<file path="src/pts_pkg.sv">
package pts_pkg;

    localparam int unsigned TaskW     = 4;
    localparam int unsigned NumTasks  = 16;
    localparam int unsigned MaxTasks  = 15;
    localparam int unsigned MaxPrio   = 15;
    localparam int unsigned NumPrio   = 16;
    localparam int unsigned NumSems   = 4;
    localparam int unsigned SemW      = 2;
    localparam int unsigned InDataW   = 88;
    localparam int unsigned OutDataW  = 48;
    localparam int unsigned PaddrW    = 3;

    localparam logic [PaddrW-1:0] AddrMinStack = 3'd0;
    localparam logic [15:0]       MinStackRst  = 16'd64;

    typedef enum logic [3:0] {
        OP_CREATE      = 4'd0,
        OP_SUSPEND     = 4'd1,
        OP_RESUME      = 4'd2,
        OP_DELAY       = 4'd3,
        OP_TICK        = 4'd4,
        OP_SWITCH      = 4'd5,
        OP_START       = 4'd6,
        OP_SEM_SET     = 4'd7,
        OP_SEM_WAIT    = 4'd8,
        OP_SEM_RELEASE = 4'd9
    } op_t;

    typedef struct packed {
        logic latch;
        logic exec;
        logic tick_init;
        logic tick_step;
        logic scan_init;
        logic scan_step;
        logic ram_read;
        logic load_out;
    } cmd_t;

    typedef struct packed {
        logic is_tick;
        logic tick_last;
        logic scan_last;
        logic out_busy;
    } status_t;

endpackage

</file>
<file path="src/pts_ram.sv">
module pts_ram #(
    parameter int unsigned WIDTH = 32,
    parameter int unsigned DEPTH = 16
) (
    input  logic                     clk,
    input  logic                     we,
    input  logic [$clog2(DEPTH)-1:0] waddr,
    input  logic [WIDTH-1:0]         wdata,
    input  logic                     re,
    input  logic [$clog2(DEPTH)-1:0] raddr,
    output logic [WIDTH-1:0]         rdata
);

    logic [WIDTH-1:0] mem [DEPTH];
    logic [WIDTH-1:0] rdata_reg;

    always_ff @(posedge clk)
    begin
        if (we)
        begin
            mem[waddr] <= wdata;
        end
        if (re)
        begin
            rdata_reg <= mem[raddr];
        end
    end

    assign rdata = rdata_reg;

endmodule

</file>
<file path="src/pts_ctrl.sv">
module pts_ctrl (
    input  logic             clk,
    input  logic             rst_n,
    input  logic             in_valid,
    output logic             in_ready,
    input  pts_pkg::status_t status,
    output pts_pkg::cmd_t    cmd
);

    typedef enum logic [2:0] {
        S_IDLE,
        S_EXEC,
        S_TICK,
        S_SCAN,
        S_READ,
        S_FINISH
    } state_t;

    state_t state_reg;
    state_t state_next;

    always_comb
    begin
        cmd        = '0;
        state_next = state_reg;
        in_ready   = 1'b0;
        unique case (state_reg)
            S_IDLE:
            begin
                in_ready = 1'b1;
                if (in_valid)
                begin
                    cmd.latch  = 1'b1;
                    state_next = S_EXEC;
                end
            end
            S_EXEC:
            begin
                cmd.exec = 1'b1;
                if (status.is_tick)
                begin
                    cmd.tick_init = 1'b1;
                    state_next    = S_TICK;
                end
                else
                begin
                    cmd.scan_init = 1'b1;
                    state_next    = S_SCAN;
                end
            end
            S_TICK:
            begin
                cmd.tick_step = 1'b1;
                if (status.tick_last)
                begin
                    cmd.scan_init = 1'b1;
                    state_next    = S_SCAN;
                end
            end
            S_SCAN:
            begin
                cmd.scan_step = 1'b1;
                if (status.scan_last)
                begin
                    state_next = S_READ;
                end
            end
            S_READ:
            begin
                cmd.ram_read = 1'b1;
                state_next   = S_FINISH;
            end
            S_FINISH:
            begin
                if (!status.out_busy)
                begin
                    cmd.load_out = 1'b1;
                    state_next   = S_IDLE;
                end
            end
            default:
            begin
                state_next = S_IDLE;
            end
        endcase
    end

    always_ff @(posedge clk or negedge rst_n)
    begin
        if (!rst_n)
        begin
            state_reg <= S_IDLE;
        end
        else
        begin
            state_reg <= state_next;
        end
    end

endmodule

</file>
<file path="src/pts_datapath.sv">
module pts_datapath (
    input  logic                                 clk,
    input  logic                                 rst_n,
    input  pts_pkg::cmd_t                        cmd,
    output pts_pkg::status_t                     status,
    input  logic [pts_pkg::InDataW-1:0]          in_data,
    output logic [pts_pkg::OutDataW-1:0]         out_data,
    output logic                                 out_valid,
    input  logic                                 out_ready,
    input  logic                                 cfg_we,
    input  logic [15:0]                          cfg_wdata,
    output logic [15:0]                          min_stack
);

    localparam int unsigned TW = pts_pkg::TaskW;

    pts_pkg::op_t                op_reg;
    logic [TW-1:0]               tid_reg;
    logic [TW-1:0]               prio_reg;
    logic [15:0]                 ticks_reg;
    logic [31:0]                 sp_reg;
    logic [15:0]                 size_reg;
    logic [pts_pkg::SemW-1:0]    si_reg;
    logic [7:0]                  scount_reg;

    logic [15:0]                 min_stack_reg;
    logic                        ready_reg [pts_pkg::NumTasks];
    logic [15:0]                 delay_reg [pts_pkg::NumTasks];
    logic [TW-1:0]               tap_reg   [pts_pkg::NumPrio];
    logic [7:0]                  semv_reg  [pts_pkg::NumSems];
    logic [TW-1:0]               semw_reg  [pts_pkg::NumSems];
    logic [TW-1:0]               created_reg;
    logic [TW-1:0]               running_reg;

    logic [TW-1:0]               idx_reg;
    logic [TW-1:0]               sel_reg;
    logic                        found_reg;
    logic                        sw_reg;
    logic                        acc_reg;
    logic                        out_valid_reg;
    logic [pts_pkg::OutDataW-1:0] out_data_reg;

    logic                        create_ok;
    logic [TW-1:0]               new_task;
    logic                        ram_we;
    logic [TW-1:0]               ram_waddr;
    logic [31:0]                 ram_rdata;
    logic [TW-1:0]               cand;
    logic [31:0]                 new_sp;
    logic [TW-1:0]               waiter;

    assign create_ok = (size_reg >= min_stack_reg) &&
                       ({4'd0, created_reg} < 8'(pts_pkg::MaxTasks));
    assign new_task  = created_reg + 1'b1;
    assign cand      = tap_reg[idx_reg];
    assign waiter    = semw_reg[si_reg];

    always_comb
    begin
        ram_we    = 1'b0;
        ram_waddr = running_reg;
        if (cmd.exec && op_reg == pts_pkg::OP_CREATE && create_ok)
        begin
            ram_we    = 1'b1;
            ram_waddr = new_task;
        end
        else if (cmd.exec && op_reg == pts_pkg::OP_SWITCH)
        begin
            ram_we = 1'b1;
        end
    end

    pts_ram #(
        .WIDTH (32),
        .DEPTH (pts_pkg::NumTasks)
    ) u_stack_ram (
        .clk   (clk),
        .we    (ram_we),
        .waddr (ram_waddr),
        .wdata (sp_reg),
        .re    (cmd.ram_read),
        .raddr (sel_reg),
        .rdata (ram_rdata)
    );

    always_ff @(posedge clk)
    begin
        if (cmd.latch)
        begin
            op_reg     <= pts_pkg::op_t'(in_data[3:0]);
            tid_reg    <= in_data[7:4];
            prio_reg   <= in_data[11:8];
            ticks_reg  <= in_data[27:12];
            sp_reg     <= in_data[59:28];
            size_reg   <= in_data[75:60];
            si_reg     <= in_data[77:76];
            scount_reg <= in_data[85:78];
        end
    end

    always_ff @(posedge clk or negedge rst_n)
    begin
        if (!rst_n)
        begin
            min_stack_reg <= pts_pkg::MinStackRst;
            created_reg   <= '0;
            running_reg   <= '0;
            idx_reg       <= '0;
            sel_reg       <= '0;
            found_reg     <= 1'b0;
            sw_reg        <= 1'b0;
            acc_reg       <= 1'b1;
            for (int i = 0; i < pts_pkg::NumTasks; i++)
            begin
                ready_reg[i] <= 1'b0;
                delay_reg[i] <= '0;
            end
            for (int i = 0; i < pts_pkg::NumPrio; i++)
            begin
                tap_reg[i] <= '0;
            end
            for (int i = 0; i < pts_pkg::NumSems; i++)
            begin
                semv_reg[i] <= '0;
                semw_reg[i] <= '0;
            end
        end
        else
        begin
            if (cfg_we)
            begin
                min_stack_reg <= cfg_wdata;
            end
            if (cmd.exec)
            begin
                sw_reg  <= 1'b0;
                acc_reg <= 1'b1;
                case (op_reg)
                    pts_pkg::OP_CREATE:
                    begin
                        if (create_ok)
                        begin
                            created_reg         <= new_task;
                            ready_reg[new_task] <= 1'b1;
                            delay_reg[new_task] <= '0;
                            tap_reg[prio_reg]   <= new_task;
                        end
                        else
                        begin
                            acc_reg <= 1'b0;
                        end
                    end
                    pts_pkg::OP_SUSPEND:
                    begin
                        ready_reg[tid_reg] <= 1'b0;
                        sw_reg             <= 1'b1;
                    end
                    pts_pkg::OP_RESUME:
                    begin
                        ready_reg[tid_reg] <= 1'b1;
                        sw_reg             <= 1'b1;
                    end
                    pts_pkg::OP_DELAY:
                    begin
                        if (ticks_reg != '0)
                        begin
                            delay_reg[running_reg] <= ticks_reg;
                            ready_reg[running_reg] <= 1'b0;
                            sw_reg                 <= 1'b1;
                        end
                    end
                    pts_pkg::OP_START:
                    begin
                        sw_reg <= 1'b1;
                    end
                    pts_pkg::OP_SEM_SET:
                    begin
                        semv_reg[si_reg] <= scount_reg;
                        semw_reg[si_reg] <= '0;
                    end
                    pts_pkg::OP_SEM_WAIT:
                    begin
                        if (semv_reg[si_reg] != '0)
                        begin
                            semv_reg[si_reg] <= semv_reg[si_reg] - 1'b1;
                        end
                        else
                        begin
                            ready_reg[running_reg] <= 1'b0;
                            semw_reg[si_reg]       <= running_reg;
                            sw_reg                 <= 1'b1;
                        end
                    end
                    pts_pkg::OP_SEM_RELEASE:
                    begin
                        if (waiter != '0)
                        begin
                            ready_reg[waiter] <= 1'b1;
                            semw_reg[si_reg]  <= '0;
                        end
                        else if (semv_reg[si_reg] != 8'hff)
                        begin
                            semv_reg[si_reg] <= semv_reg[si_reg] + 1'b1;
                        end
                        sw_reg <= 1'b1;
                    end
                    default:
                    begin
                    end
                endcase
            end
            if (cmd.tick_step && idx_reg <= created_reg && delay_reg[idx_reg] != '0)
            begin
                delay_reg[idx_reg] <= delay_reg[idx_reg] - 1'b1;
                if (delay_reg[idx_reg] == 16'd1)
                begin
                    ready_reg[idx_reg] <= 1'b1;
                end
            end
            if (cmd.scan_step)
            begin
                if (!found_reg && idx_reg != '0 && cand != '0 && ready_reg[cand])
                begin
                    sel_reg   <= cand;
                    found_reg <= 1'b1;
                end
                else if (!found_reg && idx_reg == '0)
                begin
                    sel_reg <= cand;
                end
                idx_reg <= idx_reg - 1'b1;
            end
            priority if (cmd.scan_init)
            begin
                idx_reg   <= TW'(pts_pkg::MaxPrio);
                found_reg <= 1'b0;
                sel_reg   <= '0;
            end
            else if (cmd.tick_init)
            begin
                idx_reg <= TW'(1);
            end
            else if (cmd.tick_step)
            begin
                idx_reg <= idx_reg + 1'b1;
            end
            if (cmd.ram_read &&
                (op_reg == pts_pkg::OP_SWITCH || op_reg == pts_pkg::OP_START))
            begin
                running_reg <= sel_reg;
            end
        end
    end

    // output register, one result per item
    assign new_sp = (op_reg == pts_pkg::OP_SWITCH || op_reg == pts_pkg::OP_START) ?
                    ram_rdata : 32'd0;

    always_ff @(posedge clk or negedge rst_n)
    begin
        if (!rst_n)
        begin
            out_valid_reg <= 1'b0;
        end
        else if (cmd.load_out)
        begin
            out_valid_reg <= 1'b1;
        end
        else if (out_ready)
        begin
            out_valid_reg <= 1'b0;
        end
    end

    always_ff @(posedge clk)
    begin
        if (cmd.load_out)
        begin
            out_data_reg <= {6'd0, acc_reg, sw_reg, new_sp, running_reg, sel_reg};
        end
    end

    assign out_data         = out_data_reg;
    assign out_valid        = out_valid_reg;
    assign min_stack        = min_stack_reg;
    assign status.is_tick   = (op_reg == pts_pkg::OP_TICK);
    assign status.tick_last = (idx_reg == TW'(pts_pkg::MaxTasks));
    assign status.scan_last = (idx_reg == '0);
    assign status.out_busy  = out_valid_reg && !out_ready;

endmodule

</file>
<file path="src/priority_task_scheduler_top.sv">
// Fixed-priority task scheduler. One operation enters on the slave stream and
// gives exactly one result on the master stream. Each item passes through these
// steps in order: the accepting state, applying the operation, on a tick a walk
// of the delay counters over tasks 1 to 15, the priority scan from 15 down to 0,
// a read of the saved stack pointer memory, and loading the output register,
// which waits while the output is stalled. A new item is taken once the previous
// one has reached the output register. min_stack_size sits at byte address 0 of
// the configuration port.
module priority_task_scheduler_top (
    input  logic                              clk,
    input  logic                              rst_n,
    // op[3:0], task_id[7:4], priority_req[11:8], ticks[27:12], stack_ptr[59:28],
    // stack_size[75:60], sem_index[77:76], sem_count[85:78]
    input  logic [pts_pkg::InDataW-1:0]       s_tdata,
    input  logic                              s_tvalid,
    output logic                              s_tready,
    // selected_task[3:0], current_task[7:4], new_stack_ptr[39:8],
    // switch_request[40], accepted[41]
    output logic [pts_pkg::OutDataW-1:0]      m_tdata,
    output logic                              m_tvalid,
    input  logic                              m_tready,
    input  logic                              psel,
    input  logic                              penable,
    input  logic                              pwrite,
    input  logic [pts_pkg::PaddrW-1:0]        paddr,
    input  logic [31:0]                       pwdata,
    output logic [31:0]                       prdata,
    output logic                              pready
);

    pts_pkg::cmd_t    cmd;
    pts_pkg::status_t status;
    logic             cfg_we;
    logic [15:0]      min_stack;

    assign pready = 1'b1;
    assign cfg_we = psel && penable && pwrite && pready && (paddr == pts_pkg::AddrMinStack);
    assign prdata = (paddr == pts_pkg::AddrMinStack) ? {16'd0, min_stack} : 32'd0;

    pts_ctrl u_ctrl (
        .clk      (clk),
        .rst_n    (rst_n),
        .in_valid (s_tvalid),
        .in_ready (s_tready),
        .status   (status),
        .cmd      (cmd)
    );

    pts_datapath u_dp (
        .clk       (clk),
        .rst_n     (rst_n),
        .cmd       (cmd),
        .status    (status),
        .in_data   (s_tdata),
        .out_data  (m_tdata),
        .out_valid (m_tvalid),
        .out_ready (m_tready),
        .cfg_we    (cfg_we),
        .cfg_wdata (pwdata[15:0]),
        .min_stack (min_stack)
    );

endmodule

</file>
<file path="config.mk">
export PLATFORM = sky130hd
export DESIGN_NAME = priority_task_scheduler_top
export DESIGN_NICKNAME = d
export VERILOG_FILES = /design/src/pts_pkg.sv /design/src/pts_ram.sv /design/src/pts_ctrl.sv /design/src/pts_datapath.sv /design/src/priority_task_scheduler_top.sv
export SDC_FILE = /design/constraint.sdc
export NUM_CORES = 2
export LEC_CHECK = 0
export BUFFER_PORTS_ARGS = -buffer_cell sky130_fd_sc_hd__buf_2
export CORE_UTILIZATION = 60
export CTS_BUF_LIST = sky130_fd_sc_hd__clkbuf_2
export CTS_CLUSTER_DIAMETER = 60
export DETAILED_ROUTE_END_ITERATION = 8
export PLACE_DENSITY_LB_ADDON = 0.08
export SLEW_MARGIN = 5
export SYNTH_ARGS = -nofsm -noshare
export SYNTH_HDL_FRONTEND = slang
export SYNTH_HIERARCHICAL = 1
export SYNTH_SLANG_ARGS = --single-unit
export TNS_END_PERCENT = 100
</file>
<file path="constraint.sdc">
create_clock -name clk -period 19.9 [get_ports clk]
set_input_delay 0.995 -clock clk [delete_from_list [all_inputs] [get_ports clk]]
set_output_delay 0.995 -clock clk [all_outputs]
set_load 0.1 [all_outputs]
</file>
* Word level (Yosys, flattened, before mapping)
Memory sizes are Yosys's and may differ from the RTL's. A register that Yosys moved wholly into a read port is not among the register bits. Index checks and enable logic that the tools add are counted.
Cells by class: $add $sub $neg 6, $lt $le $gt $ge 18, equal/unequal tests 26, muxes and demuxes 107, bitwise logic cells 20, reduce and logical (&&, ||, !) cells 48
Operators by type and width (count):
- $mux 256 | 4
- $bwmux 256 | 2
- $pmux 256 s2 | 1
- $and 256x256->256 | 1
- $not 256->256 | 1
- $mux 16 | 15
- $demux 16 s4 | 3
- $bwmux 32 | 3
- $mux 32 | 3
- $pmux 16 s6 | 1
- $pmux 32 s3 | 1
- $bmux 16 s4 | 1
- $bwmux 64 | 1
- $or 16x16->16 | 4
- $mux 4 | 15
- $and 16x16->16 | 3
- $not 16->16 | 3
- $pmux 16 s3 | 1
- $ge 5x5->1 const B | 7
- $not 4->5 | 7
- $mux 1 | 32
- $reduce_bool 16->1 | 2
- $lt 5x1->1 const B | 6
- $mux 8 | 3
- other kinds (50) | 105
Word-level totals: register bits 551, bits in writable memories 512, input bits 130, output and inout port bits 83, logic and storage cells 302, memories kept 1
Memory list:
- u_dp.u_stack_ram.mem | depth 16, bits a word 32, rd ports 1, clocked after memory_dff 1, write ports 1, RTL line pts_ram.sv:14 | logic [WIDTH-1:0] mem [DEPTH];

* Longest topological paths before layout
depth after elaboration 16, gate-level depth with buffers 18, mapped depth without buffers 12

* Cells and area by module
The synthesis kept the hierarchy.
Modules (own cells, without submodules):
- pts_datapath | instances 1, cells each 2561, area an instance 27993.1 um2, seq. area each 14331.2 um2
- pts_ram | instances 1, cells each 838, area an instance 20155.6 um2, seq. area each 16335.7 um2
- priority_task_scheduler_top | instances 1, cells each 38, area an instance 271.5 um2, seq. area each 0.0 um2
- pts_ctrl | instances 1, cells each 26, area an instance 230.2 um2, seq. area each 75.1 um2

* Worst setup path after synthesis
OpenSTA, ideal clock, no wires.
path kind register to register, start reg u_dp.min_stack_reg[6] (netlist: u_dp/min_stack[6]), end mem u_dp.u_stack_ram.mem[0][0] (enable), setup time 0.461 ns, arrival 6.112 ns, required time 19.439 ns, setup slack 13.327 ns, stages on the path, launching flop included 14, buffers on the path 2, clock period less this slack 6.573 ns, cell sequence dfstp_2 inv_1 ha_1 o21a_1 nor2_1 or4_1 o211ai_1 clkbuf_1 clkbuf_1 nand2_1 or3_1 a2111oi_0 or3b_2 nor3_1
On the way: cells in the longest elaborated chain, start to end 6, elaborated cells between the ends (all ways) 7, classes of those cells order compare: 1; mux: 4; reduce/logical: 2
RTL lines:
- from (decl) | RTL line pts_datapath.sv:26 | logic [15:0] min_stack_reg;
- from (signal assigned) | RTL line pts_datapath.sv:105 | min_stack_reg <= pts_pkg::MinStackRst;
- from (signal assigned) | RTL line pts_datapath.sv:132 | min_stack_reg <= cfg_wdata;
- $ge 16x16->1 | RTL line pts_datapath.sv:52 | assign create_ok = (size_reg >= min_stack_reg) &&
- $logic_and 1x1->1 | RTL line pts_datapath.sv:52
- $logic_and 1x1->1 | RTL line pts_datapath.sv:62 | if (cmd.exec && op_reg == pts_pkg::OP_CREATE && create_ok)
- $mux 1 | RTL line pts_datapath.sv:62
- named net u_dp.ram_we | RTL line pts_datapath.sv:45 | logic ram_we;
- $mux 1 | RTL line pts_ram.sv:19 | if (we)
- $mux 1 (not written as such) | RTL line pts_ram.sv:21 | mem[waddr] <= wdata;
- to (decl) | RTL line pts_ram.sv:14
The timed path passes the listed nets, and every way through them passes these cells.

* Worst setup path in the final report
start reg u_dp.idx_reg[0], end reg u_dp/delay_reg[97] (netlist name)
On the way: cells in the longest elaborated chain, start to end 7, elaborated cells between the ends (all ways) 16, classes of those cells add/sub: 1; order compare: 3; mux: 7; bitwise: 1; reduce/logical: 4
RTL lines:
- from (decl) | RTL line pts_datapath.sv:35 | logic [TW-1:0] idx_reg;
- from (signal assigned) | RTL line pts_datapath.sv:231 | idx_reg <= idx_reg - 1'b1;
- from (signal assigned) | RTL line pts_datapath.sv:235 | idx_reg <= TW'(pts_pkg::MaxPrio);
- from (signal assigned) | RTL line pts_datapath.sv:245 | idx_reg <= idx_reg + 1'b1;
- $not 4->5 (not written as such) | RTL line pts_datapath.sv:212, pts_datapath.sv:214
- $bmux 16 s4, or another cell as far along | RTL line pts_datapath.sv:212, pts_datapath.sv:214
- $mux 16 (not written as such) or $logic_and 1x1->1 (tied branches) | RTL line pts_datapath.sv:212, pts_datapath.sv:214
- $mux 16, on equally long branches | RTL line pts_datapath.sv:212, pts_datapath.sv:214
- $sub 16x1->16, or another cell as far along | RTL line pts_datapath.sv:214 | delay_reg[idx_reg] <= delay_reg[idx_reg] - 1'b1;
- $bwmux 256 or $logic_and 1x1->1 (tied branches) | RTL line pts_datapath.sv:214, pts_datapath.sv:212
- $mux 256 (*) | RTL line pts_datapath.sv:212 | if (cmd.tick_step && idx_reg <= created_reg && delay_reg[idx_reg] != '0)
- to (signal, indexed assignment) | RTL line pts_datapath.sv:167 | delay_reg[running_reg] <= ticks_reg;
- to (signal, indexed assignment) | RTL line pts_datapath.sv:214
- to (decl) | RTL line pts_datapath.sv:28 | logic [15:0] delay_reg [pts_pkg::NumTasks];
Every way passes the cells marked *; elsewhere a longest branch is shown, timed or not. The select of a mux whose other input is x is not followed. A chain may end at the register's enable or synchronous reset.

==> flow_metrics.env <==
export IMPL_outcome="completed"
export IMPL_cts_resized=0
export IMPL_die_w_um=287
export IMPL_cp_max_fo=32
export IMPL_r2r_slack_ps=13430
export IMPL_grt_max_degree=115
export IMPL_slowest_stage="and4_1"
export IMPL_cts_buffers=295
export IMPL_holdCritPathClass="in2reg"
export IMPL_fin_crit_ps=6470
export IMPL_grt_overflow=0
export IMPL_slew_headroom_pct=5.84
export IMPL_clkLatencyLatePin_ps=1530
export IMPL_grt_use_total_pct=32.0
export IMPL_slew_viol_final=0
export IMPL_r2r_cells=11
export IMPL_synth_edf_count=672
export IMPL_max_stage_delay_ps=880
export IMPL_die_h_um=287
export IMPL_path_clk_slew_ps=100
export IMPL_fin_crit_sh_pct=32.5
export IMPL_r2r_end="u_dp/delay_reg[97]$_DFF_PN0_"
export IMPL_ys_types=82
export IMPL_dpl_instance_area_um2=50300
export IMPL_criticalPathCategory="reg2reg"
export IMPL_cts_root_buf="clkbuf_2"
export IMPL_cp_end_kind="flip-flop"
export IMPL_ctsHtreeMaxLevel=5
export IMPL_tightest_slew_ps=1400
export IMPL_seqPwrFrac_pct=43.2
export IMPL_start_util_pct=60.5
export IMPL_gp_congestion=0.946
export IMPL_min_from="s_tdata[33]"
export IMPL_antenna_found_initial=3
export IMPL_final_common_cell="edfxtp_1"
export IMPL_yosysSeqAreaShare_pct=63.2
export IMPL_cts_path_max_buffers=4
export IMPL_ys_ff_latch=1094
export IMPL_critPathArrivalTime_ps=7740
export IMPL_p_clk_share_pct=21.4
export IMPL_p_sw_share_pct=38.3
export IMPL_syn2layout_area_growth_pct=10.5
export IMPL_synth_top_area_cell="edfxtp_1"
export IMPL_holdPathEnd="u_dp/sp_reg[5]$_DFFE_PP_"
export IMPL_final_setup_tns_ps=0
export IMPL_final_core_util_pct=66.8
export IMPL_nets=3996
export IMPL_hpwl_um=75400
export IMPL_firstDrtPassIters=8
export IMPL_grt_setup_unrepaired="no"
export IMPL_drc_errors=0
export IMPL_grt_pass1_vias=34000
export IMPL_ys_async_sr_fraction_pct=38.6
export IMPL_drt_iter0_markers=3691
export IMPL_yosysWarningCount=6
export IMPL_finalPower_mw=6.71
export IMPL_io_buffers=171
export IMPL_syn_mean_instance_area_um2=14.0
export IMPL_grt_pass1_wl_um=197000
export IMPL_drive_above_1_share_pct=27.0
export IMPL_switching_power_mw=2.57
export IMPL_yosys_top_cells_area="edfxtp_1 41%, dfrtp_1 22%, mux4_2 11%"
export IMPL_cts_tree="yes"
export IMPL_power_leakage_nw=20.9
export IMPL_grt_met1_usage_pct=42.7
export IMPL_cts_sinks=1094
export IMPL_p_int_mw=4.14
export IMPL_syn_inst=3463
export IMPL_vdd_drop_max_v=0.000195
export IMPL_antenna_left=0
export IMPL_placementRows=104
export IMPL_synth_main_ff_cell="edfxtp_1"
export IMPL_fmax_mhz=154
export IMPL_fill_cells=5838
export IMPL_grt_use_met2_pct=51.9
export IMPL_hold_viol=0
export IMPL_syn_cell_area_um2=48700
export IMPL_seq_area_um2=30800
export IMPL_final_cell_mix="672 x edfxtp_1, 420 x clkbuf_2, 414 x dfrtp_1"
export IMPL_startpoint_type="flip-flop"
export IMPL_setup_viol=0
export IMPL_crit_cells=11
export IMPL_die_area_um2=82200
export IMPL_powerDensity_nw_per_um2=125
export IMPL_dp_slack_ps=13470
export IMPL_path_cells="buf_4, buf_4, mux4_2, mux4_2, nor3_2, or3b_4, nor3_4, nand4_1, and4_1, a221oi_1, nor2_1"
export IMPL_synth_top_area_share_pct=41.5
export IMPL_grt_util_met3_pct=5.99
export IMPL_required_ps=21160
export IMPL_multi_input_area_um2=16600
export IMPL_core_um2=80400
export IMPL_ios=213
export IMPL_busiest_layer="met2"
export IMPL_fin_skew_ps=178
export IMPL_vias_per_cell=6.47
export IMPL_wl_per_cell_um=25.5
export IMPL_largest_reg_flops=512
export IMPL_drv_cap=0
export IMPL_pwr_share_comb_pct=35.4
export IMPL_hold_depth=2
export IMPL_drt_wl_total_um=129000
export IMPL_cp_num_buf_inv=2
export IMPL_r2r_start="u_dp/idx_reg[0]$_DFFE_PN0P_"
export IMPL_setup_ws_ps=13430
export IMPL_vias=32800
export IMPL_cp_top_family="simple AND/OR/NAND/NOR gates"
export IMPL_final_area_um2=53700
==> Yosys cell counts, drive strengths merged (12+ instances only) <==
| cell type | instances |
|---|---|
| dfrtp | 420 |
| mux2i | 50 |
| a22oi | 245 |
| mux4 | 233 |
| mux2 | 69 |
| a21oi | 241 |
| nor2 | 378 |
| nor3 | 49 |
| a221oi | 80 |
| inv | 35 |
| a31oi | 18 |
| buf | 143 |
| nand4 | 20 |
| ha | 31 |
| clkbuf | 160 |
| and2 | 60 |
| nand2b | 27 |
| edfxtp | 672 |
| nand3 | 47 |
| nor4 | 12 |
| nor2b | 16 |
| xnor2 | 23 |
| o21ai | 106 |
| nand2 | 158 |
==> how the worst max path moves through the flow <==
stage / endpoint / from
final: u_dp/delay_reg[97]$_DFF_PN0_ / u_dp/idx_reg[0]$_DFFE_PN0P_
after global routing: u_dp/delay_reg[97]$_DFF_PN0_ / u_dp/idx_reg[0]$_DFFE_PN0P_
after CTS: u_dp/delay_reg[97]$_DFF_PN0_ / u_dp/idx_reg[0]$_DFFE_PN0P_
after detailed placement: u_dp/delay_reg[101]$_DFF_PN0_ / u_dp/idx_reg[0]$_DFFE_PN0P_
after global placement: u_dp/delay_reg[98]$_DFF_PN0_ / u_dp/idx_reg[0]$_DFFE_PN0P_
after floorplan: u_dp/u_stack_ram/mem[0][0]$_DFFE_PP_ / u_dp/min_stack[6]$_DFFE_PN1P_
==> kinds of logic (layout without fill, tap and decap cells) <==
kind of cell | after synthesis | after routing | synth area share (%)
mux | 352 | 352 | 13.4
compound gates | 773 | 773 | 10.5
fa+ha+maj | 32 | 32 | 0.838
simple gates | 836 | 836 | 8.05
xor+xnor | 34 | 34 | 0.658
buf+inv | 339 | 863 | 3.29
flops | 1094 | 1094 | 63.2
other cells | 3 | 30 | 0.0231
==> power groups by stage <==
| stage | clock (mW) | sequential, mW | combinational [mW] |
|---|---|---|---|
| 2_1_floorplan | 0 | 2.82 | 1.78 |
| 3_3_place_gp | 0 | 2.92 | 2.22 |
| 5_1_grt | 1.60 | 2.93 | 2.53 |
| 3_5_place_dp | 0 | 2.94 | 2.30 |
| 4_1_cts | 1.48 | 2.89 | 2.33 |
| 6_report | 1.44 | 2.90 | 2.37 |
==> worst reg2reg max path, cell delays in order, from the launching register on <==
cell	delay, ps
dfrtp_4	710
buf_4	610
buf_4	710
mux4_2	670
mux4_2	550
nor3_2	280
or3b_4	460
nor3_4	260
nand4_1	700
and4_1	890
a221oi_1	380
nor2_1	100
==> stage by stage <==
step / hold slack [ps] / cells
floorplan: 426 / 3483
global placement: 446 / 4492
detailed placement: 441 / 4492
CTS: 25.8 / 5067
global route: 59.9 / 5073
finish: 192 / 5074
==> layer usage <==
| metal | up-vias | part of all wire, % |
|---|---|---|
| li1 | 14200 | - |
| met1 | 16600 | 39 |
| met2 | 1744 | 49 |
| met3 | 342 | 8.7 |
| met4 | 0 | 3.4 |
| met5 | - | 0 |
==> final cells by class <==
class                   instances  area share (%)
clock inverters                50           0.421
repair buffers                357            4.72
multi-input cells            2050            31.0
clock buffers                 420            3.91
flip-flops and latches       1094            57.2
well taps                    1060            2.47
inverters                      36           0.251
diodes                          7          0.0326
==> repair_timing <==
| item | CTS | global route |
|---|---|---|
| hold buffers | 105 | 0 |
| setup endpoints to repair | 0 | 0 |
| endpoints found under the hold margin | 213 | 0 |
| buffers inserted | 0 | 0 |
(Power assumes the default switching activity.)
